`config.mk`:
```
export PLATFORM = sky130hd
export DESIGN_NAME = lbr_deque
export DESIGN_NICKNAME = d
export VERILOG_FILES = /design/src/design/lbr_pkg.sv /design/src/design/lbr_deque.sv
export SDC_FILE = /design/constraint.sdc
export NUM_CORES = 2
export LEC_CHECK = 0
export BUFFER_PORTS_ARGS = -buffer_cell sky130_fd_sc_hd__buf_2
export CORE_ASPECT_RATIO = 1.75
export CORE_MARGIN = 1
export CORE_UTILIZATION = 45
export DETAILED_ROUTE_END_ITERATION = 12
export PLACE_DENSITY = 0.57
export RECOVER_POWER = 25
export SYNTH_ARGS = -nofsm -noshare
export SYNTH_HDL_FRONTEND = slang
export SYNTH_SLANG_ARGS = --single-unit
```
`constraint.sdc`:
```
create_clock -name clk -period 4.3 [get_ports clk]
set_input_delay 0 -clock clk [delete_from_list [all_inputs] [get_ports clk]]
set_output_delay 0 -clock clk [all_outputs]
set_load 0.05 [all_outputs]
```
`src/design/lbr_pkg.sv`:
```
// Shared types and constants of the longest bounded-range window unit.
// No dependencies.
package lbr_pkg;

  // Parameter defaults
  localparam int MAX_ITEMS_DEF  = 128;
  localparam int VALUE_BITS_DEF = 16;

  // Fixed field widths
  localparam int SAMPLE_W    = 16;
  localparam int RANGE_W     = 16;
  localparam int THRESH_W    = 17;
  localparam int LEN_W       = 8;
  localparam int CFG_DATA_W  = 17;
  localparam int CFG_INDEX_W = 1;

  // Register indexes
  localparam logic [CFG_INDEX_W-1:0] REG_RANGE_LIMIT    = 1'd0;
  localparam logic [CFG_INDEX_W-1:0] REG_DROP_THRESHOLD = 1'd1;

  // Reset values and limits
  localparam logic [RANGE_W-1:0]  RANGE_RESET  = 16'd0;
  localparam logic [THRESH_W-1:0] THRESH_RESET = 17'd600;
  localparam int MIN_RUN = 2;
  localparam int LEN_MAX = 255;

  // Sequencer states
  typedef enum logic [2:0] {
    ST_IDLE,
    ST_POP_RD,
    ST_POP_CMP,
    ST_PUSH,
    ST_SH_RD,
    ST_SH_CMP,
    ST_EMIT
  } lbr_state_t;

  // Commands to one index queue
  typedef struct packed {
    logic clear;
    logic push;
    logic pop_back;
    logic pop_front;
  } deque_cmd_t;

  // Status of one index queue
  typedef struct packed {
    logic nonempty;
  } deque_stat_t;

endpackage

```
`src/design/lbr_deque.sv`:
```
// Monotonic index queue held in a synchronous memory, with head and tail pointers.
// Entries pair a sample index with its value. Depends on lbr_pkg.
module lbr_deque #(
  parameter int MAX_ITEMS  = lbr_pkg::MAX_ITEMS_DEF,
  parameter int VALUE_BITS = lbr_pkg::VALUE_BITS_DEF
) (
  input  logic                          clk,
  input  logic                          rst,
  input  lbr_pkg::deque_cmd_t           cmd,
  input  logic [$clog2(MAX_ITEMS)-1:0]  push_idx,
  input  logic [VALUE_BITS-1:0]         push_val,
  output lbr_pkg::deque_stat_t          stat,
  output logic [VALUE_BITS-1:0]         tail_val,
  output logic [$clog2(MAX_ITEMS)-1:0]  head_idx,
  output logic [VALUE_BITS-1:0]         head_val
);
  localparam int IDX_W = $clog2(MAX_ITEMS);
  localparam int CNT_W = $clog2(MAX_ITEMS + 1);
  localparam int ENT_W = IDX_W + VALUE_BITS;

  logic [ENT_W-1:0]      mem [MAX_ITEMS];
  logic [CNT_W-1:0]      head;
  logic [CNT_W-1:0]      tail;
  logic [CNT_W-1:0]      tail_dec;
  logic [VALUE_BITS-1:0] tail_rd;
  logic [ENT_W-1:0]      head_rd;

  assign tail_dec = tail - CNT_W'(1);

  // Memory: one write port, registered reads at the back and the front
  always_ff @(posedge clk) begin
    if (cmd.push) begin
      mem[tail[IDX_W-1:0]] <= {push_idx, push_val};
    end
    tail_rd <= mem[tail_dec[IDX_W-1:0]][VALUE_BITS-1:0];
    head_rd <= mem[head[IDX_W-1:0]];
  end

  // Pointers
  always_ff @(posedge clk) begin
    if (rst || cmd.clear) begin
      head <= '0;
      tail <= '0;
    end else begin
      if (cmd.pop_back) begin
        tail <= tail_dec;
      end else if (cmd.push) begin
        tail <= tail + CNT_W'(1);
      end
      if (cmd.pop_front) begin
        head <= head + CNT_W'(1);
      end
    end
  end

  assign stat.nonempty = tail > head;
  assign tail_val      = tail_rd;
  assign head_idx      = head_rd[ENT_W-1:VALUE_BITS];
  assign head_val      = head_rd[VALUE_BITS-1:0];
endmodule

```
# --- After elaboration in Yosys (flattened, before gate mapping) ---
# Memory sizes are Yosys's and may differ from the RTL's. A register that Yosys moved wholly into a read port is not among the register bits.
# Index checks and enable logic that the tools add are counted.
# W data, S select, Z words.
word_totals:
  ff_bits: 16
  ram_bits: 2944
  in_bits: 29
  output_inout_bits: 40
  word_cells: 13
  mem_count: 1
memory_table:
  columns: ["name", "depth", "word_bits", "rd", "rd_clocked_by_memory_dff", "wr", "line", "text"]
  rows:
  - ["mem", 128, 23, 2, 2, 1, "lbr_deque.sv:21", "logic [ENT_W-1:0] mem [MAX_ITEMS];"]
op_classes:
  addsub: 3
  magnitude_cmp: 1
  n_mux: 4
  n_reduce_logical: 2
op_table:
  columns: ["op", "n"]
  rows:
  - ["$add A8 B1 Y8 const B", 2]
  - ["$mux W8", 2]
  - ["$gt A8 B8 Y1", 1]
  - ["$sub A8 B1 Y8 const B", 1]
  - ["$mux W1", 2]
  - ["$reduce_bool A2 Y1", 1]
  - ["$logic_or A1 B1 Y1", 1]

# --- Logic depth before layout (Yosys ltp) ---
logic_depth:
  depth_word: 3
  ltp_mapped: 16
  ltp_nobuf: 9

# --- Least setup slack after synthesis ---
# No wires, ideal clock.
synth_path:
  path_type: "register to register"
  start: "register tail[6]"
  end: "memory mem[86][0] (netlist name) (enable)"
  setup_time_ps: 432
  arrival_ps: 2828
  required_time_ps: 3868
  path_slack_ps: 1040
  path_stages_with_launch: 6
  path_buffers: 2
  synth_period_minus_slack_ps: 3260
  cell_sequence: "dfxtp_1 clkbuf_1 nor2b_1 clkbuf_1 nand4_1 nor3_1"
synth_rtl:
  columns: ["element", "line", "text"]
  rows:
  - ["start, declared", "lbr_deque.sv:23", "logic [CNT_W-1:0] tail;"]
  - ["start signal, assigned", "lbr_deque.sv:46", "tail <= tail_dec;"]
  - ["start signal, assigned", "lbr_deque.sv:48", "tail <= tail + CNT_W'(1);"]
  - ["end, declared", "lbr_deque.sv:21", null]
# Straight into the memory's write port.

==> impl_results.md <==
* Status: finished with violations
* Failing checks: capacitance limit, slew limit
* Chip height at 718.2 µm
* CTS sink count at 2,999
* Vias in the first global route at 78,750
* Clk root buf: clkbuf_16
* Cts bufs inserted at 285
* Initial antenna violation count at 38
* Largest family of logic cells by synthesized area: multiplexers
* Clock buffer depth at 4
* Synth Area in Simple Gates at between 3 and 4%
* Count of state elements after synthesis at 2,999
* Synthesis-to-layout area growth at 14.03%
* Commonest non-fill, non-tap cell in the layout: edfxtp_1
* Max frequency at around 0.24 GHz
* Largest net degree at the start of global routing at around 130
* Synthesis warning total at 0
* Drt first-iter violations at between 10,000 and 15,000
* Worst r2r src: head[3]
* Hold path depth at 4
* Hold WC Path Type: in2reg
* Clk_lat worst skew at 0.92 ns
* Max-slew violations at 1,652
* Final layout net count at approximately 7,600
* Pre-antenna DRT Iters at 8
* Asr flop ratio synth at 0%
* Hold_sp: rst
* Most frequent cells in the layout: edfxtp_1, mux4_2, nand2_1
* Worst R2R Path Depth at 9
* Max-Cap Viols at 26
* Peak VDD IR at 0.3071 mV
* Share of layout cells above drive strength 1 at 30.36%
* CP max FO at 18
* Clock-pin transition on the worst setup and hold timing paths at 0.07 ns
* Row count at 262
* Die area at 0.2954 mm²
* Synth Area in XOR/XNOR at 0.1727%
* Post-synth EDFFs at 2,944
* First-pass GRT wire length at 676,400 µm
* # port buffers at 68
* GRT Residual Overflow at 0
* Fin. Hold Viols at 0
* Slew HR at -200.2%
* Hold Path Sink: tail[4]
* Fin Clk Skew at 0.06820 ns
* Top-level port count at 69
* Post-synthesis adder-cell area fraction at less than 1%
* Syn_area_per_cell at roughly 19 µm²
* Synth Cell Area at around 0.13 mm²
* GRT Total Usage at 33.76%
* R2r setup slk at between 0.15 and 0.2 ns
* Core Box Area at 0.2911 mm²
* Setup crit start kind: flop
* LEAKAGE at between 40 and 50 nW
* Fillers at 23,340
* Worst EP arrival at 4.97 ns
* Final wirelength at 500,200 µm
* Fin crit share at a little over nine tenths
* DP HPWL at 328,800 µm
* CTS tree: done
* Cell Pwr Density at 432.4 mW/mm²
* Crit path kind: reg2reg
* Post-synth cell types at 60
* Number of setup violations in the final report at 0
* Post-synthesis mux area share at between 20% and 30%
* Post-route minimum period at about 4.1 ns
* Crit-path leading delay family: compound AO/OA/AOI/OAI gates
* Critical Path Max Stage Delay at 1.26 ns
* Sequential-to-total area share from yosys stat at 67.86%
* Slew of the pin with the lowest slew margin at 4.503 ns
* Via count at 79,360
* Die width at 411.3 µm
* Synth Flop Type: edfxtp_1
* Main area contributors after synthesis: edfxtp_1, mux4_2, mux2i_1, nand2_1, dfxtp_1
* Routed Antenna Nets at 0
* Syn_nets at roughly 7,100
* Crit Reg-Reg Endpoint: head_rd[10]
* Worst hold margin at 0.05840 ns
* Final GP Congestion at 0.9730
* Most area-hungry cell type in the Yosys netlist: edfxtp_1
* Initial Util at 45.31%
* RSZ-0062 raised after global routing: false
* Vias per inst at 6.848
* Final Util at 51.67%
* CP Data Required Time at 5.12 ns
* Worst path slowest cell: a221oi_1
* CP cell instances: clkinv_2 -> buf_4 -> nand2_1 -> buf_4 -> a21oi_1 -> a311oi_1 -> a221oi_1 -> a21oi_1 -> a22oi_1
* H-tree depth at 5
* Remaining DRCs at 0
* CP Capture Type: flop
* Buf/Inv on CP at 3
* Cell count after synthesis at 7,021
* Compound-Gate Fraction of Synth Area at 3.768%
* Post-synth top area share at 67.03%
* WL/cell at 43.16 µm
-- sequential cells by signal, indices dropped and copies added (netlist names) --
| name | flops |
|---|---|
| tail_val | 16 |
| head | 8 |
| mem | 2944 |
| tail | 8 |
| head_rd | 23 |
-- worst min-delay path: stages --
cell and delay (ns):
buf_2 0.07, or2_2 0.23, a211oi_1 0.08, dlygate4sd3_1 0.55
-- layout make-up --
cell class	instances	area, µm²	share of cell area, %
sequential	2999	89530	59.53
multi-input combinational	3494	40470	26.91
clock buffer	359	7660	5.093
timing repair buffer	730	6427	4.273
tap	3828	4790	3.185
clock inverter	146	1425	0.9475
inverter	12	53.80	0.03577
antenna	21	52.55	0.03494
-- metrics by stage --
| step | setup WS, ns | area [µm²] | power (W) | cells | setup TNS [ns] |
|---|---|---|---|---|---|
| after floorplan | 1.040 | 131900 | 0.03636 | 7021 | 0 |
| after global placement | -2.247 | 140900 | 0.03983 | 11020 | -4.885 |
| after detailed placement | -1.356 | 141000 | 0.03986 | 11030 | -1.356 |
| after CTS | 0.0007909 | 150400 | 0.06497 | 11560 | 0 |
| after global routing | 0.1142 | 150400 | 0.06625 | 11580 | 0 |
| final | 0.1528 | 150400 | 0.06504 | 11590 | 0 |
-- cells by family after synthesis --
family	after synthesis
DFF	2999
adders and majority gates	11
xor gates and xnor gates	23
AOI/OAI and AO/OA	721
muxes	1619
buffers and inverters	528
and+or+nand+nor	1120
-- timing repair --
action,4_1_cts,5_1_grt
hold buffers,30,0
hold endpoints to repair,1645,0
setup buffers,0,2
pin swaps,0,1
cloned,0,0
gates resized for setup,6,1
endpoints found under the setup margin,3,3
-- per-layer routing --
metal	vias up	track usage [%]	routed length (µm)	share of wire, %
met5	-	0.4105	195	0.039
li1	30380	-	-	-
met4	22	26.17	48420	9.7
met1	42350	40.30	167600	34
met3	1320	7.284	48860	9.8
met2	5299	53.24	235100	47
-- worst max-delay path by stage --
stage                 startpoint          end  slack, ns  cells after the start
floorplan                tail[6]   mem[86][0]       1.04                      5
global placement         head[0]  head_rd[20]      -2.25                      9
detailed placement       head[0]   head_rd[7]      -1.36                     11
CTS                      head[0]   head_rd[7]     0.0008                     11
global route        push_val[10]  mem[64][10]       0.11                      3
finish                   head[3]  head_rd[10]       0.15                      9
-- cell usage after synthesis (5+ instances only) --
library cell,number
mux2_2,28
dfxtp_1,55
nand3_1,158
buf_6,54
a311oi_1,18
nand4_1,41
a31oi_1,125
mux4_2,1048
clkbuf_1,213
buf_2,129
edfxtp_1,2944
buf_4,89
nand2_1,670
a21oi_1,151
a22oi_1,86
ha_1,11
xor2_1,6
nor2b_1,21
or3_1,5
nor2_1,187
buf_1,24
a22o_1,7
a221oi_1,60
inv_1,7
o22ai_1,23
a2111oi_0,14
xnor2_1,15
mux2i_1,539
o21ai_0,63
o221ai_1,33
a32oi_1,86
and2_1,11
o211ai_1,10
nor3_1,11
a211oi_1,30
-- power by group --
| group | internal [W] | leakage (nW) | switching, W |
|---|---|---|---|
| sequential | 0.0323 | 26.9 | 0.000328 |
| combinational | 0.00223 | 15.1 | 0.00468 |
| clock | 0.0142 | 4.45 | 0.0113 |
| total | 0.0487 | 46.4 | 0.0163 |
(Power assumes the default switching activity.)
