$ cat src/design/lbr_pkg.sv
// Shared types and constants of the longest bounded-range window unit.
// No dependencies.
package lbr_pkg;

  // Parameter defaults
  localparam int MAX_ITEMS_DEF  = 128;
  localparam int VALUE_BITS_DEF = 16;

  // Fixed field widths
  localparam int SAMPLE_W    = 16;
  localparam int RANGE_W     = 16;
  localparam int THRESH_W    = 17;
  localparam int LEN_W       = 8;
  localparam int CFG_DATA_W  = 17;
  localparam int CFG_INDEX_W = 1;

  // Register indexes
  localparam logic [CFG_INDEX_W-1:0] REG_RANGE_LIMIT    = 1'd0;
  localparam logic [CFG_INDEX_W-1:0] REG_DROP_THRESHOLD = 1'd1;

  // Reset values and limits
  localparam logic [RANGE_W-1:0]  RANGE_RESET  = 16'd0;
  localparam logic [THRESH_W-1:0] THRESH_RESET = 17'd600;
  localparam int MIN_RUN = 2;
  localparam int LEN_MAX = 255;

  // Sequencer states
  typedef enum logic [2:0] {
    ST_IDLE,
    ST_POP_RD,
    ST_POP_CMP,
    ST_PUSH,
    ST_SH_RD,
    ST_SH_CMP,
    ST_EMIT
  } lbr_state_t;

  // Commands to one index queue
  typedef struct packed {
    logic clear;
    logic push;
    logic pop_back;
    logic pop_front;
  } deque_cmd_t;

  // Status of one index queue
  typedef struct packed {
    logic nonempty;
  } deque_stat_t;

endpackage

$ cat src/design/lbr_in_if.sv
// Input channel of the window unit: one sample word per handshake.
// Depends on lbr_pkg.
interface lbr_in_if;
  logic                         valid;
  logic                         ready;
  logic [lbr_pkg::SAMPLE_W-1:0] sample;
  logic                         last;

  modport source (output valid, output sample, output last, input ready);
  modport sink   (input valid, input sample, input last, output ready);
endinterface

$ cat src/design/lbr_out_if.sv
// Result channel of the window unit: one result word per sequence.
// Depends on lbr_pkg.
interface lbr_out_if;
  logic                      valid;
  logic                      ready;
  logic                      found;
  logic [lbr_pkg::LEN_W-1:0] best_length;
  logic                      overflow;

  modport source (output valid, output found, output best_length, output overflow,
                  input ready);
  modport sink   (input valid, input found, input best_length, input overflow,
                  output ready);
endinterface

$ cat src/design/lbr_ctrl.sv
// Sequencer of the window unit: filters samples, trims and fills both queues,
// shrinks the window, tracks the best length and holds the result register.
// Depends on lbr_pkg, lbr_in_if, lbr_out_if.
module lbr_ctrl #(
  parameter int MAX_ITEMS  = lbr_pkg::MAX_ITEMS_DEF,
  parameter int VALUE_BITS = lbr_pkg::VALUE_BITS_DEF
) (
  input  logic                          clk,
  input  logic                          rst,
  lbr_in_if.sink                        sample_ch,
  lbr_out_if.source                     result_ch,
  input  logic [lbr_pkg::RANGE_W-1:0]   range_limit,
  input  logic [lbr_pkg::THRESH_W-1:0]  drop_threshold,
  output lbr_pkg::deque_cmd_t           min_cmd,
  output lbr_pkg::deque_cmd_t           max_cmd,
  output logic [$clog2(MAX_ITEMS)-1:0]  push_idx,
  output logic [VALUE_BITS-1:0]         push_val,
  input  lbr_pkg::deque_stat_t          min_stat,
  input  lbr_pkg::deque_stat_t          max_stat,
  input  logic [VALUE_BITS-1:0]         min_tail_val,
  input  logic [VALUE_BITS-1:0]         max_tail_val,
  input  logic [$clog2(MAX_ITEMS)-1:0]  min_head_idx,
  input  logic [VALUE_BITS-1:0]         min_head_val,
  input  logic [$clog2(MAX_ITEMS)-1:0]  max_head_idx,
  input  logic [VALUE_BITS-1:0]         max_head_val
);
  localparam int IDX_W = $clog2(MAX_ITEMS);
  localparam int CNT_W = $clog2(MAX_ITEMS + 1);

  lbr_pkg::lbr_state_t state, state_next;

  logic [VALUE_BITS-1:0] v;
  logic                  last_q;
  logic [CNT_W-1:0]      kept;
  logic [CNT_W-1:0]      ws;
  logic [CNT_W-1:0]      best;
  logic                  ovf;
  logic                  min_done;
  logic                  max_done;
  logic                  out_valid;
  logic                  out_found;
  logic [lbr_pkg::LEN_W-1:0] out_len;
  logic                  out_ovf;

  logic                  accept;
  logic [VALUE_BITS-1:0] sample_v;
  logic                  keep;
  logic                  room;
  logic                  min_pop;
  logic                  max_pop;
  logic [VALUE_BITS-1:0] diff;
  logic                  too_wide;
  logic                  min_first;
  logic [CNT_W-1:0]      len;
  logic [CNT_W-1:0]      ws_jump;
  logic                  out_free;
  logic [lbr_pkg::LEN_W-1:0] best_sat;

  // Datapath conditions
  assign accept    = sample_ch.valid && sample_ch.ready;
  assign sample_v  = VALUE_BITS'(sample_ch.sample);
  assign keep      = 32'(sample_v) < 32'(drop_threshold);
  assign room      = kept < CNT_W'(MAX_ITEMS);
  assign min_pop   = (state == lbr_pkg::ST_POP_CMP) && !min_done && min_stat.nonempty &&
                     (min_tail_val >= v);
  assign max_pop   = (state == lbr_pkg::ST_POP_CMP) && !max_done && max_stat.nonempty &&
                     (max_tail_val <= v);
  assign diff      = max_head_val - min_head_val;
  assign too_wide  = 32'(diff) > 32'(range_limit);
  assign min_first = min_head_idx < max_head_idx;
  assign ws_jump   = (min_first ? CNT_W'(min_head_idx) : CNT_W'(max_head_idx)) + CNT_W'(1);
  assign len       = kept - ws + CNT_W'(1);
  assign out_free  = !out_valid || result_ch.ready;
  assign best_sat  = (32'(best) > 32'(lbr_pkg::LEN_MAX)) ?
                     lbr_pkg::LEN_W'(lbr_pkg::LEN_MAX) : lbr_pkg::LEN_W'(best);

  // Next state
  always_comb begin
    state_next = state;
    case (state)
      lbr_pkg::ST_IDLE: begin
        if (accept) begin
          if (keep && room) begin
            state_next = lbr_pkg::ST_POP_RD;
          end else if (sample_ch.last) begin
            state_next = lbr_pkg::ST_EMIT;
          end
        end
      end
      lbr_pkg::ST_POP_RD:  state_next = lbr_pkg::ST_POP_CMP;
      lbr_pkg::ST_POP_CMP: begin
        state_next = (min_pop || max_pop) ? lbr_pkg::ST_POP_RD : lbr_pkg::ST_PUSH;
      end
      lbr_pkg::ST_PUSH:    state_next = lbr_pkg::ST_SH_RD;
      lbr_pkg::ST_SH_RD:   state_next = lbr_pkg::ST_SH_CMP;
      lbr_pkg::ST_SH_CMP: begin
        if (too_wide) begin
          state_next = lbr_pkg::ST_SH_RD;
        end else if (last_q) begin
          state_next = lbr_pkg::ST_EMIT;
        end else begin
          state_next = lbr_pkg::ST_IDLE;
        end
      end
      lbr_pkg::ST_EMIT: begin
        if (out_free) begin
          state_next = lbr_pkg::ST_IDLE;
        end
      end
      default: state_next = lbr_pkg::ST_IDLE;
    endcase
  end

  // Outputs: handshake and queue commands
  always_comb begin
    sample_ch.ready   = (state == lbr_pkg::ST_IDLE);
    min_cmd           = '0;
    max_cmd           = '0;
    min_cmd.pop_back  = min_pop;
    max_cmd.pop_back  = max_pop;
    case (state)
      lbr_pkg::ST_PUSH: begin
        min_cmd.push = 1'b1;
        max_cmd.push = 1'b1;
      end
      lbr_pkg::ST_SH_CMP: begin
        min_cmd.pop_front = too_wide && min_first;
        max_cmd.pop_front = too_wide && !min_first;
      end
      lbr_pkg::ST_EMIT: begin
        min_cmd.clear = out_free;
        max_cmd.clear = out_free;
      end
      default: ;
    endcase
  end

  assign push_idx = kept[IDX_W-1:0];
  assign push_val = v;

  always_ff @(posedge clk) begin
    if (rst) begin
      state <= lbr_pkg::ST_IDLE;
    end else begin
      state <= state_next;
    end
  end

  // Sequence state
  always_ff @(posedge clk) begin
    if (rst) begin
      kept <= '0;
      ws   <= '0;
      best <= '0;
      ovf  <= 1'b0;
    end else begin
      case (state)
        lbr_pkg::ST_IDLE: begin
          if (accept && keep && !room) begin
            ovf <= 1'b1;
          end
        end
        lbr_pkg::ST_SH_CMP: begin
          if (too_wide) begin
            ws <= ws_jump;
          end else begin
            if ((32'(len) >= 32'(lbr_pkg::MIN_RUN)) && (len > best)) begin
              best <= len;
            end
            kept <= kept + CNT_W'(1);
          end
        end
        lbr_pkg::ST_EMIT: begin
          if (out_free) begin
            kept <= '0;
            ws   <= '0;
            best <= '0;
            ovf  <= 1'b0;
          end
        end
        default: ;
      endcase
    end
  end

  // Item word and trim flags
  always_ff @(posedge clk) begin
    if (accept) begin
      v        <= sample_v;
      last_q   <= sample_ch.last;
      min_done <= 1'b0;
      max_done <= 1'b0;
    end else if (state == lbr_pkg::ST_POP_CMP) begin
      if (!min_pop) begin
        min_done <= 1'b1;
      end
      if (!max_pop) begin
        max_done <= 1'b1;
      end
    end
  end

  // Result register
  always_ff @(posedge clk) begin
    if (rst) begin
      out_valid <= 1'b0;
    end else if ((state == lbr_pkg::ST_EMIT) && out_free) begin
      out_valid <= 1'b1;
    end else if (result_ch.ready) begin
      out_valid <= 1'b0;
    end
  end

  always_ff @(posedge clk) begin
    if ((state == lbr_pkg::ST_EMIT) && out_free) begin
      out_found <= 32'(best) >= 32'(lbr_pkg::MIN_RUN);
      out_len   <= (32'(best) >= 32'(lbr_pkg::MIN_RUN)) ? best_sat : '0;
      out_ovf   <= ovf;
    end
  end

  assign result_ch.valid       = out_valid;
  assign result_ch.found       = out_found;
  assign result_ch.best_length = out_len;
  assign result_ch.overflow    = out_ovf;
endmodule

$ cat src/flat_wrapper.sv
// flat-port wrapper written by rule: the top's interface ports become plain ports
module lbr_ctrl_flat 
#(
  parameter int MAX_ITEMS  = lbr_pkg::MAX_ITEMS_DEF,
  parameter int VALUE_BITS = lbr_pkg::VALUE_BITS_DEF
)
  (clk, rst, range_limit, drop_threshold, min_cmd, max_cmd, push_idx, push_val, min_stat, max_stat, min_tail_val, max_tail_val, min_head_idx, min_head_val, max_head_idx, max_head_val, sample_ch_valid, sample_ch_sample, sample_ch_last, sample_ch_ready, result_ch_valid, result_ch_found, result_ch_best_length, result_ch_overflow, result_ch_ready);
  lbr_in_if sample_ch_i ();
  lbr_out_if result_ch_i ();
  input  logic clk;
  input  logic rst;
  input  logic [lbr_pkg::RANGE_W-1:0] range_limit;
  input  logic [lbr_pkg::THRESH_W-1:0] drop_threshold;
  output lbr_pkg::deque_cmd_t min_cmd;
  output lbr_pkg::deque_cmd_t max_cmd;
  output logic [$clog2(MAX_ITEMS)-1:0] push_idx;
  output logic [VALUE_BITS-1:0] push_val;
  input  lbr_pkg::deque_stat_t min_stat;
  input  lbr_pkg::deque_stat_t max_stat;
  input  logic [VALUE_BITS-1:0] min_tail_val;
  input  logic [VALUE_BITS-1:0] max_tail_val;
  input  logic [$clog2(MAX_ITEMS)-1:0] min_head_idx;
  input  logic [VALUE_BITS-1:0] min_head_val;
  input  logic [$clog2(MAX_ITEMS)-1:0] max_head_idx;
  input  logic [VALUE_BITS-1:0] max_head_val;
  input wire logic [$bits(sample_ch_i.valid)-1:0] sample_ch_valid;
  input wire logic [$bits(sample_ch_i.sample)-1:0] sample_ch_sample;
  input wire logic [$bits(sample_ch_i.last)-1:0] sample_ch_last;
  output wire logic [$bits(sample_ch_i.ready)-1:0] sample_ch_ready;
  output wire logic [$bits(result_ch_i.valid)-1:0] result_ch_valid;
  output wire logic [$bits(result_ch_i.found)-1:0] result_ch_found;
  output wire logic [$bits(result_ch_i.best_length)-1:0] result_ch_best_length;
  output wire logic [$bits(result_ch_i.overflow)-1:0] result_ch_overflow;
  input wire logic [$bits(result_ch_i.ready)-1:0] result_ch_ready;
  assign sample_ch_i.valid = sample_ch_valid;
  assign sample_ch_i.sample = sample_ch_sample;
  assign sample_ch_i.last = sample_ch_last;
  assign sample_ch_ready = sample_ch_i.ready;
  assign result_ch_valid = result_ch_i.valid;
  assign result_ch_found = result_ch_i.found;
  assign result_ch_best_length = result_ch_i.best_length;
  assign result_ch_overflow = result_ch_i.overflow;
  assign result_ch_i.ready = result_ch_ready;
  lbr_ctrl #(.MAX_ITEMS(MAX_ITEMS), .VALUE_BITS(VALUE_BITS)) u_core (.clk(clk), .rst(rst), .sample_ch(sample_ch_i), .result_ch(result_ch_i), .range_limit(range_limit), .drop_threshold(drop_threshold), .min_cmd(min_cmd), .max_cmd(max_cmd), .push_idx(push_idx), .push_val(push_val), .min_stat(min_stat), .max_stat(max_stat), .min_tail_val(min_tail_val), .max_tail_val(max_tail_val), .min_head_idx(min_head_idx), .min_head_val(min_head_val), .max_head_idx(max_head_idx), .max_head_val(max_head_val));
endmodule
$ cat config.mk
export PLATFORM = sky130hd
export DESIGN_NAME = lbr_ctrl_flat
export DESIGN_NICKNAME = d
export VERILOG_FILES = /design/src/design/lbr_pkg.sv /design/src/design/lbr_in_if.sv /design/src/design/lbr_out_if.sv /design/src/design/lbr_ctrl.sv /design/src/flat_wrapper.sv
export SDC_FILE = /design/constraint.sdc
export NUM_CORES = 1
export LEC_CHECK = 0
export BUFFER_PORTS_ARGS = -buffer_cell sky130_fd_sc_hd__buf_2
export CORE_MARGIN = 5
export CORE_UTILIZATION = 40
export CTS_BUF_LIST = sky130_fd_sc_hd__clkbuf_8
export CTS_CLUSTER_SIZE = 12
export DETAILED_ROUTE_END_ITERATION = 8
export PLACE_DENSITY = 0.74
export SETUP_SLACK_MARGIN = 0.2
export SLEW_MARGIN = 15
export SYNTH_ARGS = -nofsm -noshare
export SYNTH_HDL_FRONTEND = slang
export SYNTH_SLANG_ARGS = --single-unit
$ cat constraint.sdc
create_clock -name clk -period 4.5 [get_ports clk]
set_input_delay 0.675 -clock clk [delete_from_list [all_inputs] [get_ports clk]]
set_output_delay 0.675 -clock clk [all_outputs]
set_load 0.005 [all_outputs]
# After elaboration in Yosys (flattened, before gate mapping)
# Cells that the tools add are included.
classes:
  n_addsub: 5
  order_cmp: 9
  n_eq_ne: 13
  mux: 26
  n_bitwise: 2
  reduce_logical: 32
op_table:
  columns: ["op", "n"]
  rows:
  - ["case mux 8 bit (2 select lines)", 3]
  - ["two-way mux 8 bit", 5]
  - ["adder 8 x 1 -> 8 bit (second input constant)", 3]
  - ["case mux 3 bit (7 select lines)", 1]
  - ["two-way mux 3 bit", 6]
  - ["less-than comparator 16 x 17 -> 1 bit", 1]
  - ["greater-or-equal comparator 16 bit", 1]
  - ["greater-or-equal comparator 8 x 2 -> 1 bit (second input constant)", 2]
  - ["greater-than comparator 16 bit", 1]
  - ["<= comparator 16 bit", 1]
  - ["subtractor 16 bit", 1]
  - ["logical AND 1 bit", 14]
  - ["AND reduction 3 bit", 4]
  - ["== test 3 bit (second input constant)", 3]
  - ["greater-than comparator 8 bit", 1]
  - ["less-than comparator 8 bit (second input constant)", 1]
  - ["two-way mux 1 bit", 8]
  - ["subtractor 8 bit", 1]
  - ["less-than comparator 7 bit", 1]
  - ["two-way mux 7 bit", 1]
  - ["== test 3 x 2 -> 1 bit (second input constant)", 2]
  - ["inequality test 2 x 1 -> 1 bit (second input constant)", 3]
  - ["inequality test 2 bit (second input constant)", 3]
  - ["nonzero test 2 bit", 3]
  - ["other kinds (10)", 17]
word_totals:
  register_bits: 58
  inputBits: 134
  output_inout_bits: 43
  word_cells: 100

# Longest topological paths before layout
# Gate-level depths: netlist of run 1.
logic_depth:
  ltp_word: 7
  mapped_depth: 20

# Worst setup path before layout of run 1
# No wires, ideal clock.
synth_path:
  kind: "input port to output port"
  start: "in min_head_val[2]"
  end: "out min_cmd[0] (netlist bit)"
  arrival_time_ns: 3.937
  t_required_ns: 3.825
  slack_ns: -0.112
  stages: 16
  n_path_buf: 0
  path_cell_list: "inv_1 > ha_1 > nor2b_1 > o21a_1 > o21ai_0 > a21oi_1 > a211o_1 > a31o_2 > a21oi_1 > xnor2_1 > ha_1 > nand4_1 > o21ba_2 > or4_4 > o21a_1 > and3_1"
synth_rtl:
  columns: ["item", "line_no", "text"]
  rows:
  - ["start, declared", "flat_wrapper.sv:23", "input logic [VALUE_BITS-1:0] min_head_val;"]
  - ["end, declared", "flat_wrapper.sv:14", "output lbr_pkg::deque_cmd_t min_cmd;"]

==> metrics.md, run 1 <==
| Metric | Value |
|---|---|
| CTS root buf | clkbuf_8 |
| Share of the synthesized area in the top cell type | 24.3% |
| Status | complete, but fails checks |
| Clock Sinks | 58 |
| Layout area overhead | 31.0% |
| DR WL/cell | 14.6 µm |
| Most frequent cells after synthesis | ha_1, inv_1, a21oi_1, nor2_1, dfxtp_1 |
| Slew Viols, Final | 0 |
| CTS Hold Buffers Added | 0 |
| Detailed-route DRC error count | 0 |
| Met2 routed WL | 7300 µm |
| Setup Skew | 0.0132 ns |
| Final WS setup | -0.102 ns |
| Max Used Layer | met4 |
| Max Buffers Root-to-Sink | 2 |
| Crit-path cells | buf_6 -> inv_4 -> ha_4 -> fa_2 -> nor2b_1 -> o21a_1 -> o21ai_2 -> a21oi_2 -> a211o_1 -> a31o_2 -> a21oi_2 -> xnor2_1 -> ha_1 -> nand4_1 -> o21ba_4 -> or4_4 -> o21a_4 -> and3_4 -> buf_6 |
| Worst path max stage delay | 0.48 ns |
| DRT Pass-1 Iters | 4 |
| CTS tree | yes |
| Nets | 1,078 |
| Count leader, synth | ha_1 |
| Post-Route WL | 14,800 µm |
| Min-Delay Path Depth | 0 |
| Clock Latency Late Sink | 0.33 ns |
| RePlAce Congestion | 0.877 |
| Mapped cell area | 0.00551 mm² |
| RSZ-0062 raised after global routing | yes |
| Ant diodes | 0 |
| Syn nets | 877 |
| Register area share after synthesis | 26.0% |
| Crit-path max FO | 3 |
| GR Overflow Total | 0 |
| Area after DPL | 0.00673 mm² |
| DR iter-0 viols | 193 |
| Hpwl dp | 12,500 µm |
| Max_slew headroom | 61.7% |
| Initial antenna violation count | 0 |
| Maximum vdd drop | 143 µV |
| Post-synth EDFFs | 27 |
| Clock slew at the register clock pins of the worst setup and hold paths | 0.07 ns |
| R2R cell count | 19 |
| Hold_sp | u_core.ovf$_SDFFE_PP0P_ |
| Met3 wire len | 1130 µm |
| Vias/cell | 5.02 |
| FF-to-FF End | u_core.best[6]$_SDFFE_PP0P_ |
| CP Capture Type | output port |
| Req. time, crit path | 3.83 ns |
| Design Area, Final | 0.00722 mm² |
| Synthesis warning total | 0 |
| Routed Antenna Nets | 0 |
| Initial core utilization | 41.1% |
| Total track usage | 17.5% |
| Final min period | 4.60 ns |
| Measured slew at the worst slew-check pin | 0.572 ns |
| Setup Viol. Count Final | 2 |
| Worst min-delay path endpoint | u_core.result_ch.overflow$_DFFE_PP_ |
| R2r setup slk | 0.64 ns |
| Post-Route Utilization | 53.9% |
| Largest net degree at the start of global routing | 20 |
| Wl on met1 | 6150 µm |
| Area contributors post-synth | ha_1, edfxtp_1, dfxtp_1 |
| Kind of critical path | in -> out |
| Placeable core area | 0.0134 mm² |
| Inserted Clock Buffers | 9 |
| Crit path arrival time | 3.93 ns |
| Num rows | 42 |
| FILL cells | 1,238 |
| Storage element area | 0.00143 mm² |
| Hold/Removal Path Class | reg -> reg |
| Syn Area/Cell | 8.70 µm² |
| Die area | 0.0162 mm² |
| Number of max-cap violations | 0 |
| Worst r2r src | u_core.kept[1]$_SDFFE_PP0P_ |
| Post-Route Setup TNS | -0.133 ns |
| Async SR Flop Fraction | 0% |
| Yosys reg bits | 58 |
| Synth area leader | ha_1 |
| PortBufs | 176 |
| Multi-input logic area | 0.00377 mm² |
| Startpoint Class | primary input |
| Final worst-path cycle share | 102% |
| Ys flop type | dfxtp_1 |
| Height of the die | 127 µm |
| Htree depth | 3 |
| Layout cells sized above 1 | 32.5% |
| Fmax achieved | 0.217 GHz |
| Leakage | 3.64 nW |
| Global-route wire length before repair | 23,300 µm |
| Routed vias | 5,102 |
| # IOs | 177 |
| Final Hold Viols | 0 |
| Slowest CP cell | or4_4 |
| Failing checks | setup timing |
| Mapped Cells | 634 |
| Tot Pwr | 0.00180 W |
| Die Width | 127 µm |
| Netlist cell types | 59 |
| DP Worst Slack | -0.245 ns |
| Vias in the first global route | 5,089 |
| PD cells | 249 mW/mm² |
## layer usage
layer,track usage [%],up-vias
met2,31.2,144
met3,4.55,14
met4,4.73,0
met5,0,-
met1,20.8,2297
li1,-,2647
## power breakdown
part	switching [W]	total [W]	internal (W)
Combinational	0.000334	0.000653	0.000318
Sequential	0.0000251	0.000614	0.000589
Clock	0.000206	0.000529	0.000323
## cell families after synthesis
kind of cell	share of synthesized area, %
AO/OA/AOI/OAI	18.5
multiplexers	2.02
buffers and inverters	9.33
XOR/XNOR	4.77
adder cells (fa/ha/maj)	25.0
flip-flops	26.0
AND/OR/NAND/NOR	14.4
## critical path: cells and delay by family
family,cells,cell delay [ns]
compound gates,8,1.50
xor+xnor,1,0.12
fa+ha+maj,3,0.57
buf+inv,3,0.25
simple gates,4,0.81
## flip-flops by register name, indices dropped and copies added (netlist names), 3 cells and up
| register | count |
|---|---|
| u_core.ws | 8 |
| u_core.state | 3 |
| u_core.result_ch.best_length | 8 |
| u_core.kept | 8 |
| u_core.best | 8 |
| u_core.push_val | 16 |
## through the flow
step                hold WS [ns]  instances
detailed placement         0.422        987
floorplan                  0.409        634
finish                     0.439       1016
CTS                        0.440       1011
global route               0.462       1016
global placement           0.417        987
## how the worst max path moves through the flow
stage                    start          to  slack [ns]  cells after the start
2_1_floorplan  min_head_val[6]  min_cmd[0]        0.14                     15
3_3_place_gp   min_head_val[1]  min_cmd[0]       -0.17                     18
3_5_place_dp   min_head_val[1]  min_cmd[0]       -0.25                     18
4_1_cts        max_head_val[0]  min_cmd[0]       -0.11                     19
5_1_grt        max_head_val[0]  min_cmd[0]       -0.26                     19
6_report       max_head_val[0]  min_cmd[0]       -0.10                     19
## what timing repair did
item                       in CTS  in global routing
buffers inserted                8                  5
hold endpoints to repair        0                  0
pin swaps                       4                 15
gates resized for setup        15                 23
setup endpoints to repair      11                 25
cloned                          0                  0
## area by class of cell
class	instances	area share, %
Sequential cell	58	19.8
Multi-Input combinational cell	452	52.1
Inverter	100	5.23
Clock inverter	6	1.13
Timing Repair Buffer	214	16.7
Tap cell	176	3.05
Clock buffer	10	1.91
## layout by cell type, fill, tap and decap left out, types with 3 or more instances in the layout
cell type / count
a21o_1: 22
a31o_2: 3
o21a_1: 11
nand3b_1: 3
inv_1: 98
o22ai_1: 3
xor2_1: 4
a22o_1: 6
nor4_1: 3
ha_1: 105
or4_1: 3
xnor2_1: 26
o21ai_0: 22
nand2b_1: 16
nor3_1: 6
buf_4: 32
edfxtp_1: 27
dfxtp_1: 31
a21oi_1: 36
buf_6: 9
nand2_1: 24
nand4_1: 16
nor2b_1: 9
nand3_1: 14
o31ai_4: 3
mux2i_1: 10
a21oi_2: 7
clkbuf_8: 10
nor2_1: 33
buf_2: 173
a211oi_1: 4
Power figures use the tool's default switching activity.
==> inputs of run 2 (changes only) <==
--- a/config.mk
+++ b/config.mk
@@ -5,13 +5,13 @@
 export SDC_FILE = /design/constraint.sdc
 export NUM_CORES = 1
 export LEC_CHECK = 0
-export BUFFER_PORTS_ARGS = -buffer_cell sky130_fd_sc_hd__buf_2
 export CORE_MARGIN = 5
 export CORE_UTILIZATION = 40
 export CTS_BUF_LIST = sky130_fd_sc_hd__clkbuf_8
 export CTS_CLUSTER_SIZE = 12
 export DETAILED_ROUTE_END_ITERATION = 8
-export PLACE_DENSITY = 0.74
+export DONT_BUFFER_PORTS = 1
+export PLACE_DENSITY = 0.62
 export SETUP_SLACK_MARGIN = 0.2
 export SLEW_MARGIN = 15
 export SYNTH_ARGS = -nofsm -noshare
==> constraint.sdc (replaced) <==
create_clock -name clk -period 4.1 [get_ports clk]
set_input_delay 0.615 -clock clk [delete_from_list [all_inputs] [get_ports clk]]
set_output_delay 0.615 -clock clk [all_outputs]
set_load 0.005 [all_outputs]
==> run 2 against run 1 <==
Net effect:
- flip-flop and latch count is the same
- highest routed layer unchanged
- total power grew 9.6%
- critical path depth shrank 2
- final cell count shrank 17%
- the flow still finishes with violations (setup timing)
- largest cell class unchanged
- clock skew shrank 0.0031 ns
- sequential share of layout area grew 2.2 points
- clock-buffer cell count shrank 1
- utilization shrank 5.5 points
- worst setup slack lost 0.14 ns
- largest power group is now sequential cells
- clock power grew 25%
==> metrics.md, run 2 (synthesis results as in run 1) <==
| Metric | Value |
|---|---|
| Max_slew headroom | 32.4% |
| Nets | 907 |
| Clock Latency Late Sink | 0.34 ns |
| Ant diodes | 0 |
| Leakage | 2.96 nW |
| Critical path origin | max_head_val[0] |
| Routed vias | 4,543 |
| Hpwl dp | 11,900 µm |
| DR WL/cell | 16.7 µm |
| CP Capture Type | output port |
| R2R cell count | 18 |
| Max Buffers Root-to-Sink | 2 |
| Switch share | 31.1% |
| Routed Antenna Nets | 0 |
| Most frequent cells in the layout | ha_1, inv_1, buf_4 |
| Inserted Clock Buffers | 9 |
| Tot Pwr | 0.00197 W |
| CTS Hold Buffers Added | 0 |
| Worst hold margin | 0.343 ns |
| DRT Pass-1 Iters | 4 |
| FILL cells | 1,252 |
| PortBufs | 0 |
| Failing checks | setup timing |
| Startpoint Class | primary input |
| CTS tree | yes |
| FF-to-FF End | u_core.best[6]$_SDFFE_PP0P_ |
| P_sw | 0.000612 W |
| Commonest non-fill, non-tap cell in the layout | ha_1 |
| Slowest CP cell | or4_4 |
| Most frequent cell on the critical path | a21oi_2 |
| CTS root buf | clkbuf_8 |
| Layout area overhead | 17.7% |
| Vias/cell | 5.38 |
| Clock slew at the register clock pins of the worst setup and hold paths | 0.08 ns |
| Post-Route WL | 14,100 µm |
| Final WS setup | -0.240 ns |
| Crit-path cells | clkinv_16 -> ha_4 -> fa_2 -> nor2b_2 -> o21a_1 -> o21ai_2 -> a21oi_2 -> a211o_1 -> a31o_2 -> a21oi_2 -> xnor2_1 -> ha_1 -> nand4_1 -> o21ba_4 -> or4_4 -> o21a_4 -> and3_4 |
| Detailed-route DRC error count | 0 |
| Clock power frac | 33.5% |
| Clock Sinks | 58 |
| Initial antenna violation count | 0 |
| Final min period | 4.34 ns |
| # IOs | 177 |
| Placed Cells | 815 |
| Status | complete, but fails checks |
| Area after DPL | 0.00591 mm² |
| Largest register FFs | 16 |
| Crit path arrival time | 3.72 ns |
| Measured slew at the worst slew-check pin | 1.01 ns |
| Slew Viols, Final | 0 |
| GR Overflow Total | 0 |
| Total track usage | 16.5% |
| R2r setup slk | 0.19 ns |
| Worst r2r src | u_core.kept[1]$_SDFFE_PP0P_ |
| Worst path max stage delay | 0.49 ns |
| Initial core utilization | 41.1% |
| Htree depth | 3 |
| Num rows | 42 |
| Design Area, Final | 0.00649 mm² |
| Die Width | 127 µm |
| Vias in the first global route | 4,668 |
| Fmax achieved | 0.230 GHz |
| Final worst-path cycle share | 106% |
| Height of the die | 127 µm |
| Int Power | 0.00136 W |
| Crit-path max FO | 3 |
| Layout cells sized above 1 | 16.9% |
| Placeable core area | 0.0134 mm² |
| Setup Skew | 0.0101 ns |
| CP Capture Point | min_cmd[0] |
| DR iter-0 viols | 120 |
| Largest net degree at the start of global routing | 20 |
| Storage element area | 0.00143 mm² |
| Number of max-cap violations | 0 |
| Sequential power share | 34.6% |
| Final Hold Viols | 0 |
| Die area | 0.0162 mm² |
| RePlAce Congestion | 0.906 |
| Logic gate share of total power | 31.8% |
| Post-route non-filler standard cell count | 845 |
| Kind of critical path | in -> out |
| Setup Viol. Count Final | 14 |
| RSZ-0062 raised after global routing | yes |
| PD cells | 303 mW/mm² |
| Req. time, crit path | 3.48 ns |
| Hold/Removal Path Class | in -> reg |
| Global-route wire length before repair | 21,900 µm |
| Maximum vdd drop | 184 µV |
| Multi-input logic area | 0.00383 mm² |
## run 2: per-stage QoR
step                worst slack (ns)  utilization, %  setup TNS (ns)
floorplan                     -0.110               -          -0.154
global placement              -0.323            44.1           -5.44
detailed placement            -0.418            44.1           -7.96
CTS                           -0.245            47.0          -0.468
global route                  -0.405            48.4           -4.23
finish                        -0.240            48.4           -1.62
## run 2: worst min-delay path by stage
| stage | from | end | cells after the start |
|---|---|---|---|
| detailed placement | u_core.best[7]$_SDFFE_PP0P_ | u_core.result_ch.best_length[7]$_SDFFCE_PN0P_ | 0 |
| global route | rst | u_core.result_ch.valid$_SDFFE_PP0P_ | 1 |
| floorplan | u_core.ovf$_SDFFE_PP0P_ | u_core.result_ch.overflow$_DFFE_PP_ | 0 |
| global placement | u_core.ovf$_SDFFE_PP0P_ | u_core.result_ch.overflow$_DFFE_PP_ | 0 |
| CTS | rst | u_core.result_ch.valid$_SDFFE_PP0P_ | 1 |
| finish | rst | u_core.result_ch.valid$_SDFFE_PP0P_ | 1 |
## run 2: power groups by stage
stage	registers [W]	logic [W]	clock network (W)
after floorplan	0.000678	0.000431	0
after global placement	0.000694	0.000545	0
after detailed placement	0.000694	0.000561	0
after CTS	0.000681	0.000588	0.000681
after global routing	0.000687	0.000710	0.000708
final	0.000681	0.000626	0.000660
## run 2: area by class of cell
type | count | share of cell area (%)
Timing Repair Buffer | 43 | 5.38
Inverter | 100 | 6.19
Clock inverter | 7 | 1.93
Sequential cell | 58 | 22.1
Multi-Input combinational cell | 452 | 59.1
Clock buffer | 9 | 1.91
Tap cell | 176 | 3.40
## run 2: metal layers
metal,vias up,routed length [µm],GRT usage [%]
met5,-,0,0
met4,0,210,4.48
met3,15,1310,5.84
met2,141,7110,30.6
met1,2088,5450,17.7
li1,2299,-,-
## run 2: worst max-delay path: cells and delay by family
kind | cells | cell delay, ns
xor gates and xnor gates | 1 | 0.13
AOI/OAI and AO/OA | 8 | 1.53
and+or+nand+nor | 4 | 0.84
adders and majority gates | 3 | 0.58
buffers and inverters | 1 | 0.02
## run 2: repair_timing
item / in CTS / in global routing
pin swaps: 11 / 23
hold endpoints to repair: 0 / 0
endpoints found under the setup margin: 25 / 28
buffers inserted: 8 / 6
gates resized for setup: 16 / 32
